File: config.mk
export PLATFORM = sky130hd
export DESIGN_NAME = js_comment_whitespace_stripper_top_flat
export DESIGN_NICKNAME = d
export VERILOG_FILES = /design/src/sv/jcws_pkg.sv /design/src/sv/jcws_if.sv /design/src/sv/js_comment_whitespace_stripper_top.sv /design/src/sv/jcws_core.sv /design/src/sv/jcws_outbuf.sv /design/src/flat_wrapper.sv
export SDC_FILE = /design/constraint.sdc
export NUM_CORES = 1
export LEC_CHECK = 0
export ABC_CLOCK_PERIOD_IN_PS = 11750
export BUFFER_PORTS_ARGS = -buffer_cell sky130_fd_sc_hd__buf_2
export CAP_MARGIN = 0
export CORE_AREA = 3 3 162 282
export DETAILED_ROUTE_END_ITERATION = 12
export DIE_AREA = 0 0 165 285
export GPL_TIMING_DRIVEN = 1
export HOLD_SLACK_MARGIN = 0.1
export PLACE_DENSITY = 0.4
export SLEW_MARGIN = 20
export SYNTH_ARGS = -nofsm -noshare
export SYNTH_HDL_FRONTEND = slang
export SYNTH_HIERARCHICAL = 1
export SYNTH_SLANG_ARGS = --single-unit
File: constraint.sdc
create_clock -name clk -period 11.75 [get_ports clk]
set_input_delay 1.7625 -clock clk [delete_from_list [all_inputs] [get_ports clk]]
set_output_delay 1.7625 -clock clk [all_outputs]
set_load 0.005 [all_outputs]
File: src/sv/jcws_pkg.sv
// ----------------------------------------------------------------------------
// jcws_pkg: shared types, constants and functions for the script stripper
// Character codes, comment mode encoding, the per-byte judge function and
// the result group that passes from the core to the output buffer.
// ----------------------------------------------------------------------------
package jcws_pkg;

  localparam int COUNT_BITS_DEFAULT = 32;
  localparam int MAX_RESULTS        = 4;
  localparam int RES_CNT_BITS       = $clog2(MAX_RESULTS + 1);

  localparam logic [7:0] CH_SLASH     = 8'h2F;
  localparam logic [7:0] CH_STAR      = 8'h2A;
  localparam logic [7:0] CH_RBRACE    = 8'h7D;
  localparam logic [7:0] CH_SPACE     = 8'h20;
  localparam logic [7:0] CH_CR        = 8'h0D;
  localparam logic [7:0] CH_LF        = 8'h0A;
  localparam logic [7:0] CH_TAB       = 8'h09;
  localparam logic [7:0] CH_ASCII_TOP = 8'd126;
  localparam logic [7:0] CH_UNDER     = 8'h5F;
  localparam logic [7:0] CH_PLUS      = 8'h2B;
  localparam logic [7:0] CH_DOLLAR    = 8'h24;
  localparam logic [7:0] CH_BSLASH    = 8'h5C;
  localparam logic [7:0] CH_NUL       = 8'h00;

  typedef enum logic [1:0] {
    CM_NONE  = 2'd0,
    CM_LINE  = 2'd1,
    CM_BLOCK = 2'd2
  } cmode_t;

  // Scan state that one judged byte reads and updates
  typedef struct packed {
    logic [7:0] before_char;
    cmode_t     mode;
    logic       last_was_brace;
  } jstate_t;

  typedef struct packed {
    jstate_t st;
    logic    ins_nl;
    logic    emit;
  } judge_t;

  // One item's worth of results, slot 0 first
  typedef struct packed {
    logic [MAX_RESULTS-1:0][7:0] chars;
    logic [MAX_RESULTS-1:0]      cv;
    logic [RES_CNT_BITS-1:0]     n;
    logic                        done;
    logic [31:0]                 total;
    logic [31:0]                 kept;
  } jcws_group_t;

  function automatic logic is_alnum(input logic [7:0] c);
    return (c >= "a" && c <= "z") || (c >= "A" && c <= "Z") ||
           (c >= "0" && c <= "9");
  endfunction

  function automatic logic is_word(input logic [7:0] c);
    return is_alnum(c) || c == CH_UNDER || c == CH_PLUS || c == CH_DOLLAR ||
           c == CH_BSLASH || c > CH_ASCII_TOP;
  endfunction

  // Judge one byte with its lookahead: comment tracking and keep/drop
  function automatic judge_t judge(input jstate_t s, input logic [7:0] cur,
                                   input logic [7:0] nxt);
    judge_t r;
    logic   skip;
    r        = '{st: s, ins_nl: 1'b0, emit: 1'b0};
    skip     = 1'b0;
    if (r.st.mode == CM_NONE && cur == CH_SLASH) begin
      if (nxt == CH_SLASH) begin
        r.st.mode = CM_LINE;
      end else if (nxt == CH_STAR) begin
        r.st.mode = CM_BLOCK;
      end
    end
    if (r.st.mode == CM_NONE) begin
      skip = (cur == CH_SPACE && nxt == CH_SPACE);
      if (!skip && cur != CH_LF && cur != CH_CR && cur != CH_TAB) begin
        if (cur == CH_SPACE && (!is_word(nxt) || !is_word(s.before_char))) begin
          skip = 1'b1;
        end
        if (!skip) begin
          r.ins_nl            = s.last_was_brace && is_alnum(cur);
          r.st.last_was_brace = (cur == CH_RBRACE);
          r.emit              = 1'b1;
        end
      end
    end
    if (r.st.mode == CM_LINE && cur == CH_LF) begin
      r.st.mode = CM_NONE;
    end
    if (r.st.mode == CM_BLOCK && cur == CH_SLASH && s.before_char == CH_STAR) begin
      r.st.mode = CM_NONE;
    end
    r.st.before_char = (cur == CH_LF) ? CH_SPACE : cur;
    return r;
  endfunction

endpackage

File: src/sv/jcws_if.sv
// ----------------------------------------------------------------------------
// jcws stream interfaces
// Valid/ready channels for raw input bytes and for stripped result items.
// ----------------------------------------------------------------------------
interface jcws_in_if;
  logic       valid;
  logic       ready;
  logic [7:0] in_char;
  logic       end_of_file;

  modport source (output valid, output in_char, output end_of_file, input ready);
  modport sink (input valid, input in_char, input end_of_file, output ready);
endinterface

interface jcws_out_if;
  logic        valid;
  logic        ready;
  logic [7:0]  out_char;
  logic        char_valid;
  logic        last_of_run;
  logic        file_done;
  logic [31:0] total_count;
  logic [31:0] kept_count;

  modport source (output valid, output out_char, output char_valid,
                  output last_of_run, output file_done, output total_count,
                  output kept_count, input ready);
  modport sink (input valid, input out_char, input char_valid,
                input last_of_run, input file_done, input total_count,
                input kept_count, output ready);
endinterface

File: src/sv/js_comment_whitespace_stripper_top.sv
// ----------------------------------------------------------------------------
// js_comment_whitespace_stripper_top: streaming script comment/space stripper
// ----------------------------------------------------------------------------
// Takes one byte of script text per item and writes the stripped text, one
// byte per result item, followed at end of file by one count item that
// carries the saturating total and kept byte counts. Each byte is judged when
// the next byte arrives, so results lag the input by one byte; the final byte
// of a file is flushed with its end_of_file item. An item that yields zero or
// one result does not hold off the next item, so plain text streams at one
// byte per clock while the output is ready; an item that yields more results
// (up to four) occupies the output register until its last result leaves and
// holds off input until that result is leaving. Throughput is set by the
// output register, which drains one result per cycle while out_ready is high.
// ----------------------------------------------------------------------------
module js_comment_whitespace_stripper_top import jcws_pkg::*; #(
  parameter int COUNT_BITS = COUNT_BITS_DEFAULT
) (
  input  logic          clk,
  input  logic          rst,
  jcws_in_if.sink       in_stream,
  jcws_out_if.source    out_stream
);

  jcws_group_t grp;
  logic        grp_load;
  logic        load_ok;

  // Lookahead, scan state and result packing
  jcws_core #(
    .COUNT_BITS(COUNT_BITS)
  ) u_core (
    .clk      (clk),
    .rst      (rst),
    .in_valid (in_stream.valid),
    .in_ready (in_stream.ready),
    .in_char  (in_stream.in_char),
    .in_eof   (in_stream.end_of_file),
    .load_ok  (load_ok),
    .grp      (grp),
    .grp_load (grp_load)
  );

  // Result register, one item per cycle while the output is ready
  jcws_outbuf u_outbuf (
    .clk         (clk),
    .rst         (rst),
    .grp         (grp),
    .grp_load    (grp_load),
    .load_ok     (load_ok),
    .out_valid   (out_stream.valid),
    .out_ready   (out_stream.ready),
    .out_char    (out_stream.out_char),
    .char_valid  (out_stream.char_valid),
    .last_of_run (out_stream.last_of_run),
    .file_done   (out_stream.file_done),
    .total_count (out_stream.total_count),
    .kept_count  (out_stream.kept_count)
  );

endmodule

File: src/sv/jcws_core.sv
// ----------------------------------------------------------------------------
// jcws_core: input register, one-byte lookahead and scan state
// Judges the held byte against the registered byte, and on end of file the
// registered byte against the closing newline, then hands a packed result group
// to the output buffer.
// ----------------------------------------------------------------------------
module jcws_core import jcws_pkg::*; #(
  parameter int COUNT_BITS = COUNT_BITS_DEFAULT
) (
  input  logic        clk,
  input  logic        rst,
  input  logic        in_valid,
  output logic        in_ready,
  input  logic [7:0]  in_char,
  input  logic        in_eof,
  input  logic        load_ok,
  output jcws_group_t grp,
  output logic        grp_load
);

  localparam int CW1 = COUNT_BITS + 1;
  localparam int NCAND = MAX_RESULTS + 1;

  logic [7:0]            ir_char;
  logic                  ir_eof;
  logic                  ir_valid;
  logic [7:0]            held_char;
  logic                  held_valid;
  jstate_t               scan;
  logic [COUNT_BITS-1:0] bytes_seen;
  logic [COUNT_BITS-1:0] bytes_kept;

  judge_t                j1;
  judge_t                j2;
  jstate_t               s1;
  logic                  fire;
  logic [1:0]            seen_inc;
  logic [1:0]            kept_inc;
  logic [CW1-1:0]        seen_sum;
  logic [CW1-1:0]        kept_sum;
  logic [COUNT_BITS-1:0] bytes_seen_next;
  logic [COUNT_BITS-1:0] bytes_kept_next;
  logic [63:0]           seen_ext;
  logic [63:0]           kept_ext;
  logic [NCAND-1:0][7:0] cand_char;
  logic [NCAND-1:0]      cand_cv;
  logic [NCAND-1:0]      cand_en;
  logic [2:0]            pos;

  // Judge the held byte, then on end of file the last byte itself
  always_comb begin
    j1 = judge(scan, held_char, (held_char == CH_LF) ? CH_SPACE : ir_char);
    s1 = held_valid ? j1.st : scan;
    j2 = judge(s1, ir_char, (ir_char == CH_LF) ? CH_SPACE : CH_LF);
  end

  // Saturating counts; the closing newline counts as seen but never kept
  always_comb begin
    seen_inc = 2'(held_valid) + 2'(ir_eof) + 2'(ir_eof && ir_char != CH_LF);
    kept_inc = 2'(held_valid && j1.emit) + 2'(ir_eof && j2.emit);
    seen_sum = {1'b0, bytes_seen} + CW1'(seen_inc);
    kept_sum = {1'b0, bytes_kept} + CW1'(kept_inc);
    bytes_seen_next = seen_sum[COUNT_BITS] ? '1 : seen_sum[COUNT_BITS-1:0];
    bytes_kept_next = kept_sum[COUNT_BITS] ? '1 : kept_sum[COUNT_BITS-1:0];
    seen_ext = 64'(bytes_seen_next);
    kept_ext = 64'(bytes_kept_next);
  end

  // Pack inserted newlines, kept bytes and the count item into slots
  always_comb begin
    cand_char = {CH_NUL, ir_char, CH_LF, held_char, CH_LF};
    cand_cv   = 5'b01111;
    cand_en   = {ir_eof, ir_eof && j2.emit, ir_eof && j2.ins_nl,
                 held_valid && j1.emit, held_valid && j1.ins_nl};
    grp       = '0;
    pos       = '0;
    for (int i = 0; i < NCAND; i++) begin
      if (cand_en[i] && pos < 3'(MAX_RESULTS)) begin
        grp.chars[pos[1:0]] = cand_char[i];
        grp.cv[pos[1:0]]    = cand_cv[i];
        pos                 = pos + 3'd1;
      end
    end
    grp.n     = RES_CNT_BITS'(pos);
    grp.done  = ir_eof;
    grp.total = seen_ext[31:0];
    grp.kept  = kept_ext[31:0];
  end

  // Take the registered item when its results fit into the output buffer
  assign fire     = ir_valid && (grp.n == '0 || load_ok);
  assign grp_load = fire && grp.n != '0;
  assign in_ready = !ir_valid || fire;

  // Input register
  always_ff @(posedge clk) begin
    if (rst) begin
      ir_valid <= 1'b0;
    end else if (in_valid && in_ready) begin
      ir_valid <= 1'b1;
    end else if (fire) begin
      ir_valid <= 1'b0;
    end
  end

  always_ff @(posedge clk) begin
    if (in_valid && in_ready) begin
      ir_char <= in_char;
      ir_eof  <= in_eof;
    end
  end

  // Advance scan state; return to reset after a file ends
  always_ff @(posedge clk) begin
    if (rst || (fire && ir_eof)) begin
      held_char  <= '0;
      held_valid <= 1'b0;
      scan       <= '{before_char: CH_SPACE, mode: CM_NONE, last_was_brace: 1'b0};
      bytes_seen <= '0;
      bytes_kept <= '0;
    end else if (fire) begin
      held_char  <= ir_char;
      held_valid <= 1'b1;
      scan       <= s1;
      bytes_seen <= bytes_seen_next;
      bytes_kept <= bytes_kept_next;
    end
  end

`ifndef SYNTH
  a_mode_legal: assert property (@(posedge clk) disable iff (rst)
    scan.mode == CM_NONE || scan.mode == CM_LINE || scan.mode == CM_BLOCK)
    else $error("comment mode holds an unused code");

  a_eof_clears: assert property (@(posedge clk) disable iff (rst)
    fire && ir_eof |=> !held_valid && bytes_seen == '0 && bytes_kept == '0)
    else $error("scan state not cleared after end of file");

  a_byte_held: assert property (@(posedge clk) disable iff (rst)
    fire && !ir_eof |=> held_valid && held_char == $past(ir_char))
    else $error("lookahead byte not held");
`endif

endmodule

File: src/sv/jcws_outbuf.sv
// ----------------------------------------------------------------------------
// jcws_outbuf: result group register
// Holds up to four results of one item and drains one per cycle while ready;
// a new group loads when empty or as the current one's last result leaves.
// ----------------------------------------------------------------------------
module jcws_outbuf import jcws_pkg::*; (
  input  logic        clk,
  input  logic        rst,
  input  jcws_group_t grp,
  input  logic        grp_load,
  output logic        load_ok,
  output logic        out_valid,
  input  logic        out_ready,
  output logic [7:0]  out_char,
  output logic        char_valid,
  output logic        last_of_run,
  output logic        file_done,
  output logic [31:0] total_count,
  output logic [31:0] kept_count
);

  logic [MAX_RESULTS-1:0][7:0] slot_char;
  logic [MAX_RESULTS-1:0]      slot_cv;
  logic [RES_CNT_BITS-1:0]     rem;
  logic                        done;
  logic [31:0]                 total;
  logic [31:0]                 kept;
  logic                        pop;

  assign out_valid = rem != '0;
  assign pop       = out_valid && out_ready;
  assign load_ok   = rem == '0 || (rem == RES_CNT_BITS'(1) && out_ready);

  // Present slot 0; counts only on the item that closes a file
  assign out_char    = slot_char[0];
  assign char_valid  = slot_cv[0];
  assign last_of_run = rem == RES_CNT_BITS'(1);
  assign file_done   = last_of_run && done;
  assign total_count = file_done ? total : '0;
  assign kept_count  = file_done ? kept : '0;

  // Result count
  always_ff @(posedge clk) begin
    if (rst) begin
      rem <= '0;
    end else if (grp_load) begin
      rem <= grp.n;
    end else if (pop) begin
      rem <= rem - RES_CNT_BITS'(1);
    end
  end

  // Load a group, or shift the slots down as each item leaves
  always_ff @(posedge clk) begin
    if (grp_load) begin
      slot_char <= grp.chars;
      slot_cv   <= grp.cv;
      done      <= grp.done;
      total     <= grp.total;
      kept      <= grp.kept;
    end else if (pop) begin
      for (int i = 0; i < MAX_RESULTS - 1; i++) begin
        slot_char[i] <= slot_char[i+1];
        slot_cv[i]   <= slot_cv[i+1];
      end
    end
  end

`ifndef SYNTH
  a_rem_bound: assert property (@(posedge clk) disable iff (rst)
    rem <= RES_CNT_BITS'(MAX_RESULTS))
    else $error("result count beyond slot depth");

  a_stall_holds: assert property (@(posedge clk) disable iff (rst)
    out_valid && !out_ready |=> $stable(rem))
    else $error("result count moved while output stalled");

  a_count_item: assert property (@(posedge clk) disable iff (rst)
    file_done |-> !char_valid && out_char == CH_NUL)
    else $error("file close item carries a character");
`endif

endmodule

File: src/flat_wrapper.sv
// flat-port wrapper written by rule: the top's interface ports become plain ports
module js_comment_whitespace_stripper_top_flat import jcws_pkg::*;
#(
  parameter int COUNT_BITS = COUNT_BITS_DEFAULT
)
  (clk, rst, in_stream_valid, in_stream_in_char, in_stream_end_of_file, in_stream_ready, out_stream_valid, out_stream_out_char, out_stream_char_valid, out_stream_last_of_run, out_stream_file_done, out_stream_total_count, out_stream_kept_count, out_stream_ready);
  jcws_in_if in_stream_i ();
  jcws_out_if out_stream_i ();
  input  logic clk;
  input  logic rst;
  input wire logic [$bits(in_stream_i.valid)-1:0] in_stream_valid;
  input wire logic [$bits(in_stream_i.in_char)-1:0] in_stream_in_char;
  input wire logic [$bits(in_stream_i.end_of_file)-1:0] in_stream_end_of_file;
  output wire logic [$bits(in_stream_i.ready)-1:0] in_stream_ready;
  output wire logic [$bits(out_stream_i.valid)-1:0] out_stream_valid;
  output wire logic [$bits(out_stream_i.out_char)-1:0] out_stream_out_char;
  output wire logic [$bits(out_stream_i.char_valid)-1:0] out_stream_char_valid;
  output wire logic [$bits(out_stream_i.last_of_run)-1:0] out_stream_last_of_run;
  output wire logic [$bits(out_stream_i.file_done)-1:0] out_stream_file_done;
  output wire logic [$bits(out_stream_i.total_count)-1:0] out_stream_total_count;
  output wire logic [$bits(out_stream_i.kept_count)-1:0] out_stream_kept_count;
  input wire logic [$bits(out_stream_i.ready)-1:0] out_stream_ready;
  assign in_stream_i.valid = in_stream_valid;
  assign in_stream_i.in_char = in_stream_in_char;
  assign in_stream_i.end_of_file = in_stream_end_of_file;
  assign in_stream_ready = in_stream_i.ready;
  assign out_stream_valid = out_stream_i.valid;
  assign out_stream_out_char = out_stream_i.out_char;
  assign out_stream_char_valid = out_stream_i.char_valid;
  assign out_stream_last_of_run = out_stream_i.last_of_run;
  assign out_stream_file_done = out_stream_i.file_done;
  assign out_stream_total_count = out_stream_i.total_count;
  assign out_stream_kept_count = out_stream_i.kept_count;
  assign out_stream_i.ready = out_stream_ready;
  js_comment_whitespace_stripper_top #(.COUNT_BITS(COUNT_BITS)) u_core (.clk(clk), .rst(rst), .in_stream(in_stream_i), .out_stream(out_stream_i));
endmodule
## After elaboration in Yosys (flattened, before gate mapping)

Index checks and enable logic that the tools add are counted.

| word-level totals | value |
|---|---|
| register bits | 198 |
| input bits | 13 |
| output and inout port bits | 77 |
| logic and storage cells | 306 |

| cells by class | value |
|---|---|
| add/subtract/negate cells | 10 |
| order comparisons | 52 |
| equality and inequality tests | 39 |
| mux-type cells | 65 |
| bitwise logic cells | 10 |
| reduce and logical (&&, ||, !) cells | 110 |

Operator list:

| kind | count |
|---|---|
| 2-to-1 mux 36 bit | 4 |
| 2-to-1 mux 32 bit | 4 |
| == test 8 x 6 -> 1 bit, second input constant | 14 |
| greater-or-equal comparator 8 x 7 -> 1 bit, second input constant | 10 |
| less-or-equal comparator 8 x 7 -> 1 bit, second input constant | 10 |
| adder 32 x 2 -> 33 bit | 2 |
| bitwise mux 32 bit | 2 |
| demux 8 bit (select 2 bit) | 4 |
| == test 8 x 7 -> 1 bit, second input constant | 7 |
| logical AND 1 bit | 55 |
| 2-to-1 mux 24 bit | 2 |
| 2-to-1 mux 8 bit | 6 |
| != test 8 x 4 -> 1 bit, second input constant | 6 |
| greater-or-equal comparator 8 x 6 -> 1 bit, second input constant | 5 |
| less-or-equal comparator 8 x 6 -> 1 bit, second input constant | 5 |
| logical OR 1 bit | 38 |
| 2-to-1 mux 3 bit | 11 |
| bitwise AND 32 bit | 1 |
| NOT 32 bit | 1 |
| == test 6 bit, second input constant | 5 |
| bitwise AND 24 bit | 1 |
| greater-than comparator 8 x 7 -> 1 bit, second input constant | 3 |
| NOT 24 bit | 1 |
| 2-to-1 mux 2 bit | 11 |
| 32 further kinds | 78 |

## Longest topological paths before layout

Gate-level depths: netlist of the first run.

| depth | value |
|---|---|
| depth in word-level cells | 54 |
| mapped depth | 29 |
| mapped depth without buffers | 24 |

## Cells and area by module

The synthesis of the first run kept the hierarchy.

By module, submodules not included:

| module | instances | cells an instance | area each (um^2) |
|---|---|---|---|
| jcws_core | 1 | 921 | 6706.4 |
| jcws_outbuf | 1 | 246 | 4139.0 |

## Worst setup path before layout of the first run

Ideal clock, no wire load.

| timing | value |
|---|---|
| path type | flip-flop to flip-flop |
| start | reg u_core.u_core.ir_char[4] |
| end | reg u_core.u_outbuf.slot_char (netlist bit u_core/u_outbuf/out_char[0]), enable pin |
| library setup time | 364 ps |
| arrival time | 12445 ps |
| path slack | -1059 ps |
| cell stages (with the launch flop) | 25 |
| buffers on the path | 4 |
| clock period less this slack | 12809 ps |
| cell sequence | edfxtp_1 or4b_1 nor4_2 nand4_1 and4_1 mux2_2 o21ai_1 inv_2 fa_1 inv_1 nor4_1 o22ai_1 a211o_1 ha_1 nor3_1 nand2_1 nor3_1 or3_1 nand3_1 buf_2 buf_1 a211oi_1 buf_2 buf_2 a21o_2 |

| between the ends | value |
|---|---|
| cells in the longest elaborated chain, start to end | 38 |
| elaborated cells between the ends (all ways) | 141 |
| classes of those cells | add/sub (4); order compare (24); eq/ne (22); mux (28); reduce/logical (63) |

Ends and longest elaborated chain:

| element | RTL line | RTL |
|---|---|---|
| start: declaration | jcws_core.sv:24 | `logic [7:0] ir_char;` |
| start signal: assignment | jcws_core.sv:108 | `ir_char <= in_char;` |
| 2-to-1 mux 8 bit | jcws_core.sv:52 | `j1 = judge(scan, held_char, (held_char == CH_LF) ? CH_SPACE : ir_char);` |
| greater-or-equal comparator 8 x 7 -> 1 bit / less-or-equal comparator 8 x 7 -> 1 bit (equally long branches) | jcws_pkg.sv:56 | `return (c >= "a" && c <= "z") \|\| (c >= "A" && c <= "Z") \|\|` |
| logical AND 1 bit | jcws_pkg.sv:56 |  |
| logical OR 1 bit (2 in a row) | jcws_pkg.sv:56 |  |
| logical OR 1 bit (4 in a row) | jcws_pkg.sv:61 | `return is_alnum(c) \|\| c == CH_UNDER \|\| c == CH_PLUS \|\| c == CH_DOLLAR \|\|` |
| logical OR 1 bit | jcws_pkg.sv:62 | `c == CH_BSLASH \|\| c > CH_ASCII_TOP;` |
| logical NOT 1 bit | jcws_pkg.sv:82 | `if (cur == CH_SPACE && (!is_word(nxt) \|\| !is_word(s.before_char))) begin` |
| logical OR 1 bit | jcws_pkg.sv:82 |  |
| [... 19 more ...] | n/a |  |
| logical AND 1 bit | jcws_core.sv:78 | `if (cand_en[i] && pos < 3'(MAX_RESULTS)) begin` |
| 2-to-1 mux 3 bit * | jcws_core.sv:78 |  |
| logical NOT 3 bit | jcws_core.sv:91 | `assign fire = ir_valid && (grp.n == '0 \|\| load_ok);` |
| logical OR 1 bit | jcws_core.sv:91 |  |
| logical AND 1 bit | jcws_core.sv:91 |  |
| logical AND 1 bit * | jcws_core.sv:92 | `assign grp_load = fire && grp.n != '0;` |
| via u_core.grp_load | js_comment_whitespace_stripper_top.sv:25 | `logic grp_load;` |
| nonzero test 2 bit (no line) * | n/a |  |
| end signal: assignment | jcws_outbuf.sv:56 | `slot_char <= grp.chars;` |
| end signal: indexed assignment | jcws_outbuf.sv:63 | `slot_char[i] <= slot_char[i+1];` |
| end: declaration | jcws_outbuf.sv:22 | `logic [MAX_RESULTS-1:0][7:0] slot_char;` |

Mark *: on every way through the listed nets, which the timed path passes. The rest lies on a longest branch. The select of a mux whose other input is x is not followed.
A chain may end at the register's enable or synchronous reset.

## Worst setup path in the final report of the first run

| timing | value |
|---|---|
| start | reg u_core.u_core.ir_char[1] |
| end | out in_stream_ready |

| between the ends | value |
|---|---|
| cells in the longest elaborated chain, start to end | 37 |
| elaborated cells between the ends (all ways) | 139 |
| classes of those cells | add/sub (4); order compare (24); eq/ne (22); mux (28); reduce/logical (61) |

Ends and longest elaborated chain:

| element | RTL line | RTL |
|---|---|---|
| 2-to-1 mux 8 bit | jcws_core.sv:52 |  |
| greater-or-equal comparator 8 x 7 -> 1 bit / less-or-equal comparator 8 x 7 -> 1 bit (equally long branches) | jcws_pkg.sv:56 |  |
| logical AND 1 bit | jcws_pkg.sv:56 |  |
| logical OR 1 bit (2 in a row) | jcws_pkg.sv:56 |  |
| logical OR 1 bit (4 in a row) | jcws_pkg.sv:61 |  |
| logical OR 1 bit | jcws_pkg.sv:62 |  |
| logical NOT 1 bit | jcws_pkg.sv:82 |  |
| logical OR 1 bit | jcws_pkg.sv:82 |  |
| [... 17 more ...] | n/a |  |
| 2-to-1 mux 3 bit * | jcws_core.sv:78 |  |
| less-than comparator 3 bit | jcws_core.sv:78 |  |
| logical AND 1 bit | jcws_core.sv:78 |  |
| 2-to-1 mux 3 bit * | jcws_core.sv:78 |  |
| logical NOT 3 bit * | jcws_core.sv:91 |  |
| logical OR 1 bit * | jcws_core.sv:91 |  |
| logical AND 1 bit * | jcws_core.sv:91 |  |
| logical OR 1 bit * | jcws_core.sv:93 | `assign in_ready = !ir_valid \|\| fire;` |
| end: declaration | flat_wrapper.sv:14 | `output wire logic [$bits(in_stream_i.ready)-1:0] in_stream_ready;` |

Mark *: on every way between the ends. The rest lies on a longest branch, timed or not. The select of a mux whose other input is x is not followed.

==> results.toml, run 1 <==
[status]
status = "finished clean"

[clock_network]
insertion_delay_ns = 0.46
clkTransAtPathRegs_ns = 0.08
cts-root-buf = "clkbuf_16"
cts_tree = "yes"
clock_sinks = 198
ctsResizeCount = 0
clockBufferDepth = 2
htreeDepth = 4
post_cts_buffers = 0
cts_buffers = 17
hold_buffers = 0

[critical_path]
worstPathArrival_ns = 7.18
r2r-start = "u_core/u_core/ir_char[1]"
cp-start-kind = "register"
r2r_end = "u_core/u_outbuf/rem[0]"
crit_required_ns = 9.99
r2r_slack_ns = 3.24
startpoint = "u_core/u_core/ir_char[1]"
r2r_cells = 23
crit_fanout = 15
critPathKind = "reg2out"
crit_end = "in_stream_ready"
end_kind = "primary output"

[sta]
rsz0062_at_grt = "no"
finalMaxSlewViolations = 0
worst_pin_slew_ns = 0.947
hold_viol_final = 0
layout_setup_ws_ns = 2.81
final.setup.tns_ns = 0
finalCriticalPeriod_ns = 8.94
period_share = 0.761
final-setup-viol-count = 0
skew_ns = 0.0140
slew_headroom = 0.363
hold_ws_ns = 0.474
fmax_ghz = 0.112

[place]
placedCellCount = 1749
io_buffers = 89
place_ws_ns = 3.30
gp_congestion = 0.848
dp_hpwl_mm = 23.2

[floorplanning]
die_y_um = 285
ioPinCount = 90
row_count = 101
die_area_sq_um = 47000
core_region_area_sq_um = 43600
die_w_um = 165
start_util = 0.249

[finish]
finalNetCount = 1232
fin_cells = 1782
drive_above_1_share = 0.165
syn2layout_area_growth_pct = 13.3

[routing]
dr.pass1.iters = 5
num_vias = 8865
routedWlPerCell_um = 19.0
post-route-drc-count = 0
routed_wl_mm = 33.9
drt_iter0_drc = 410
ant_nets = 0
via_per_inst = 4.97

[worst_hold_path]
min_path_type = "reg2reg"

[synth]
ys.flop_type = "edfxtp_1"
synth.cell_area_sq_um = 10800
synth_seq_area_share = 0.467
syn_inst = 1167
syn_nets = 1197
synth_edf_count = 110
ys_seq_elements = 198
synth_cell_type_count = 81
synth_top_cell_by_area = "edfxtp_1"
yosys_warnings = 6
synth-async-reset-ratio = 0
netlist.area_leader.share = 0.305
ys_top_cells_by_area = "edfxtp_1 30%, dfxtp_1 16%, nand2_1 5.0%, and3_1 4.9%, a21oi_1 3.7%"
avgSynthCellArea_sq_um = 9.29

[grt]
grt-busiest-layer = "met2"
grt-ovfl-total = 0
use_met2 = 0.276
grt_pass1_vias = 8899
grt_use_met3 = 0.0196
grt_usage = 0.145
grt_pass1_wl_mm = 52.4
grt_max_degree = 77
grtUsageMet1 = 0.156
antenna_found_initial = 0

[pwr]
power_leakage_uw = 0.00489
p_per_area_nw_per_um2 = 132
power_uw = 1620
irDropWorstVdd_uv = 105

[job]
cap_violations = 0
metrics by stage:
| step | area [sq um] | util |
|---|---|---|
| 3_3_place_gp | 11700 | 0.269 |
| 2_1_floorplan | 10900 | - |
| 3_5_place_dp | 11700 | 0.269 |
| 5_1_grt | 12300 | 0.282 |
| 4_1_cts | 12300 | 0.282 |
| 6_report | 12300 | 0.282 |
power breakdown:
| part | leakage, uW | switching (uW) | internal [uW] |
|---|---|---|---|
| combinational | 0.00281 | 159 | 76.6 |
| sequential | 0.00180 | 21.9 | 779 |
| clock | 0.000272 | 295 | 285 |
final cells by class:
class / count / area [sq um]
Inverter: 41 / 154
Multi-Input combinational cell: 840 / 5250
Fill cell: 4656 / 31300
Antenna cell: 1 / 2.50
Clock buffer: 20 / 447
Timing Repair Buffer: 104 / 558
Sequential cell: 198 / 5060
Tap cell: 566 / 708
Clock inverter: 12 / 108
placed cells by master (no fill, tap or decap), types with 5 or more instances in the layout:
master | netlist | layout
o21a_1 | 8 | 8
a32oi_1 | 6 | 6
buf_2 | 20 | 89
o221a_2 | 5 | 5
a31oi_1 | 14 | 14
nand2b_1 | 6 | 6
mux2_2 | 31 | 31
nand4_1 | 14 | 14
inv_1 | 39 | 39
and4_1 | 9 | 9
nand3_1 | 74 | 73
xnor2_1 | 22 | 22
a211oi_1 | 9 | 8
edfxtp_1 | 110 | 110
nand2_1 | 145 | 144
clkbuf_16 | 0 | 17
and3_1 | 85 | 83
and2_1 | 15 | 15
buf_4 | 10 | 15
nor2_1 | 80 | 80
nor3_1 | 24 | 24
a221oi_1 | 6 | 6
xor2_1 | 25 | 25
a21oi_1 | 80 | 79
nor2b_1 | 6 | 6
mux2i_1 | 6 | 6
inv_6 | 0 | 5
a22oi_1 | 19 | 19
o21ai_0 | 45 | 45
ha_1 | 13 | 13
or3_1 | 10 | 10
dfxtp_1 | 88 | 88
Yosys cell counts, drive strengths merged (9+ instances only):
library cell and count:
nor3 24, dfxtp 88, xnor2 22, inv 41, edfxtp 110, o21ai 48, nor2 80, and4 9
a21oi 80, and3 86, or3 11, a22oi 19, ha 13, a211oi 10, nand3 74, clkbuf 50
and2 15, nand4 14, xor2 25, buf 38, mux2 31, nand2 145, a31oi 14
worst min path at each step:
stage	from	end	slack (ns)	cells past startpoint
CTS	u_core/u_core/bytes_seen[0]	u_core/u_core/bytes_seen[0]	0.47	2
floorplan	u_core/u_core/bytes_seen[0]	u_core/u_core/bytes_seen[0]	0.44	2
global route	u_core/u_core/bytes_seen[0]	u_core/u_core/bytes_seen[0]	0.48	2
global placement	u_core/u_core/bytes_seen[0]	u_core/u_core/bytes_seen[0]	0.45	2
detailed placement	u_core/u_core/bytes_seen[0]	u_core/u_core/bytes_seen[0]	0.46	2
finish	u_core/u_core/bytes_seen[28]	u_core/u_core/bytes_seen[28]	0.47	2
sequential cells by signal (all words and copies together) (netlist names), named ones only:
name	flops
u_core/u_core/bytes_kept	32
u_core/u_core/bytes_seen	32
u_core/u_core/held_char	8
u_core/u_core/held_valid	1
u_core/u_core/ir_char	8
u_core/u_core/ir_eof	1
u_core/u_core/ir_valid	1
u_core/u_core/scan	3
u_core/u_outbuf/done	1
u_core/u_outbuf/kept	32
u_core/u_outbuf/out_char	8
u_core/u_outbuf/rem	3
u_core/u_outbuf/slot_char	24
u_core/u_outbuf/slot_cv	4
u_core/u_outbuf/total	32
critical path, cell delays in order (launching register included):
cell and delay, ns:
edfxtp_1 0.64, or4b_2 0.71, a31oi_1 0.20, o21ai_0 0.11
o311a_1 0.19, o211ai_1 0.28, nand2_1 0.23, nor2_1 0.71
fa_1 0.44, inv_1 0.20, nor4_1 0.84, o211a_1 0.49
a211o_1 0.27, ha_1 0.35, nor3_1 0.11, nand2_1 0.12
a21oi_1 0.05, or3_1 0.40, nand2_1 0.12, nand2_1 0.09
buf_2 0.17
layer usage:
metal  vias to the layer above  share of wire
met1                      4371           0.39
li1                       4285              -
met4                         0          0.031
met5                         -              0
met3                        54          0.023
met2                       155           0.56
cells by family (layout without fill, tap and decap cells):
logic type               Yosys count  after routing  synth area share
AO/OA/AOI/OAI                    239            239             0.148
XOR/XNOR                          47             47            0.0380
adder cells (fa/ha/maj)           17             17            0.0224
buffers and inverters            129            177            0.0519
flip-flops                       198            198             0.467
multiplexers                      38             38            0.0390
other                              0              1                 0
AND/OR/NAND/NOR                  499            499             0.234
No activity file was read; power rests on OpenSTA's default activity.
==> run 2, diff against run 1 <==
- ABC_CLOCK_PERIOD_IN_PS: 11750 -> 7950
- clock period: 11.75 -> 7.95 ns (I/O delays scaled with it)
==> results.toml, run 2 (synthesis gave the netlist of run 1 again) <==
[status]
status = "finished clean"

[routing]
post-route-drc-count = 0
drt_iter0_drc = 469
routed_wl_mm = 33.7
num_vias = 8879
dr.pass1.iters = 5
routedWlPerCell_um = 18.9
via_per_inst = 4.97
ant_nets = 0

[clock_network]
cts_tree = "yes"
clockBufferDepth = 2
cts-root-buf = "clkbuf_16"
hold_buffers = 0
post_cts_buffers = 0
insertion_delay_ns = 0.46
ctsResizeCount = 0
cts_buffers = 17
htreeDepth = 4
clock_sinks = 198
clkTransAtPathRegs_ns = 0.08

[pwr]
p_per_area_nw_per_um2 = 194
power_leakage_uw = 0.00494
power_uw = 2420
irDropWorstVdd_uv = 162

[sta]
period_share = 0.919
final-setup-viol-count = 0
rsz0062_at_grt = "no"
hold_viol_final = 0
skew_ns = 0.0167
finalCriticalPeriod_ns = 7.30
hold_ws_ns = 0.458
slew_headroom = 0.249
fmax_ghz = 0.137
worst_pin_slew_ns = 1.13
finalMaxSlewViolations = 0

[worst_hold_path]
worstHoldPathCells = 2
min_to = "u_core/u_core/bytes_seen[0]"
worstHoldStart = "u_core/u_core/bytes_seen[0]"
min_path_type = "reg2reg"

[critical_path]
crit_fanout = 12
r2r_cells = 24
crit_required_ns = 6.76
end_kind = "primary output"
r2r-start = "u_core/u_core/ir_char[0]"
cp-start-kind = "register"
r2r_slack_ns = 1.02
critPathKind = "reg2out"
worstPathArrival_ns = 6.11

[floorplanning]
die_area_sq_um = 47000
core_region_area_sq_um = 43600
die_w_um = 165
row_count = 101
ioPinCount = 90
die_y_um = 285
start_util = 0.249

[finish]
final_cell_mix = "144 x nand2_1, 110 x edfxtp_1, 89 x buf_2"
syn2layout_area_growth_pct = 14.9
multi_input_area_sq_um = 5330
seqCellArea_sq_um = 5060
diodes = 0
finalNetCount = 1238
nFillCells = 4642
final_common_cell = "nand2_1"
drive_above_1_share = 0.177

[grt]
grt_pass1_wl_mm = 52.2
grt-ovfl-total = 0
antenna_found_initial = 0
grt_max_degree = 77
grt_usage = 0.143
grt_pass1_vias = 8771

[place]
io_buffers = 89
dp_hpwl_mm = 23.7
gp_congestion = 0.870

[job]
cap_violations = 0
-- run 2: worst max-delay path by stage --
| stage | from | endpoint | slack (ns) | cells after the start |
|---|---|---|---|---|
| CTS | u_core/u_core/ir_char[0] | in_stream_ready | 0.64 | 23 |
| detailed placement | u_core/u_core/ir_char[0] | register | 1.04 | 24 |
| global placement | u_core/u_core/ir_char[0] | register | 1.15 | 24 |
| global route | u_core/u_core/ir_char[0] | in_stream_ready | 0.23 | 23 |
| floorplan | u_core/u_core/ir_char[4] | u_core/u_outbuf/out_char[0] | -0.03 | 24 |
| finish | u_core/u_core/ir_char[0] | in_stream_ready | 0.65 | 23 |
-- run 2: worst max-delay path: stages (launching register included) --
cell	delay [ns]
edfxtp_1	0.54
or4b_2	0.71
a31oi_1	0.17
o21ai_0	0.12
o311a_1	0.19
o211ai_1	0.26
nand2_1	0.22
nor2_2	0.51
inv_1	0.14
ha_1	0.35
inv_1	0.10
a2111oi_4	0.48
inv_2	0.17
nand3_1	0.16
and2_1	0.20
inv_1	0.09
ha_4	0.27
nor3_2	0.04
nand2_1	0.10
nor3_1	0.05
or3_1	0.43
nand2_1	0.10
nand2_1	0.08
buf_2	0.16
-- run 2: area by class of cell --
cell class                 instances  area share
multi-input combinational        840       0.428
tap                              566      0.0569
clock inverter                    14      0.0123
clock buffer                      18      0.0353
inverter                          41      0.0128
sequential                       198       0.407
timing repair buffer             110      0.0484
-- run 2: report_power, final --
part	internal, uW	leakage (uW)	switching, uW
Sequential	1150	0.00180	31.2
Clock	431	0.000291	451
Combinational	120	0.00285	234
Total	1700	0.00494	716
-- run 2: stage by stage --
| stage | util | setup TNS (ns) | cell area (sq um) | std cells | setup WS (ns) |
|---|---|---|---|---|---|
| 2_1_floorplan | - | -1.53 | 11000 | 1167 | -0.0307 |
| 3_3_place_gp | 0.272 | 0 | 11900 | 1755 | 1.15 |
| 3_5_place_dp | 0.272 | 0 | 11900 | 1755 | 1.04 |
| 4_1_cts | 0.286 | 0 | 12500 | 1787 | 0.644 |
| 5_1_grt | 0.286 | 0 | 12500 | 1787 | 0.225 |
| 6_report | 0.286 | 0 | 12500 | 1787 | 0.647 |
-- run 2: layer usage --
metal  share of wire  vias to the layer above  routed length (um)  global-route usage
met5               0                        -                   0                   0
met4           0.034                        0                1140              0.0571
met3           0.026                       49                 869              0.0179
met2            0.56                      199               18800               0.274
met1            0.38                     4320               12900               0.156
li1                -                     4311                   -                   -
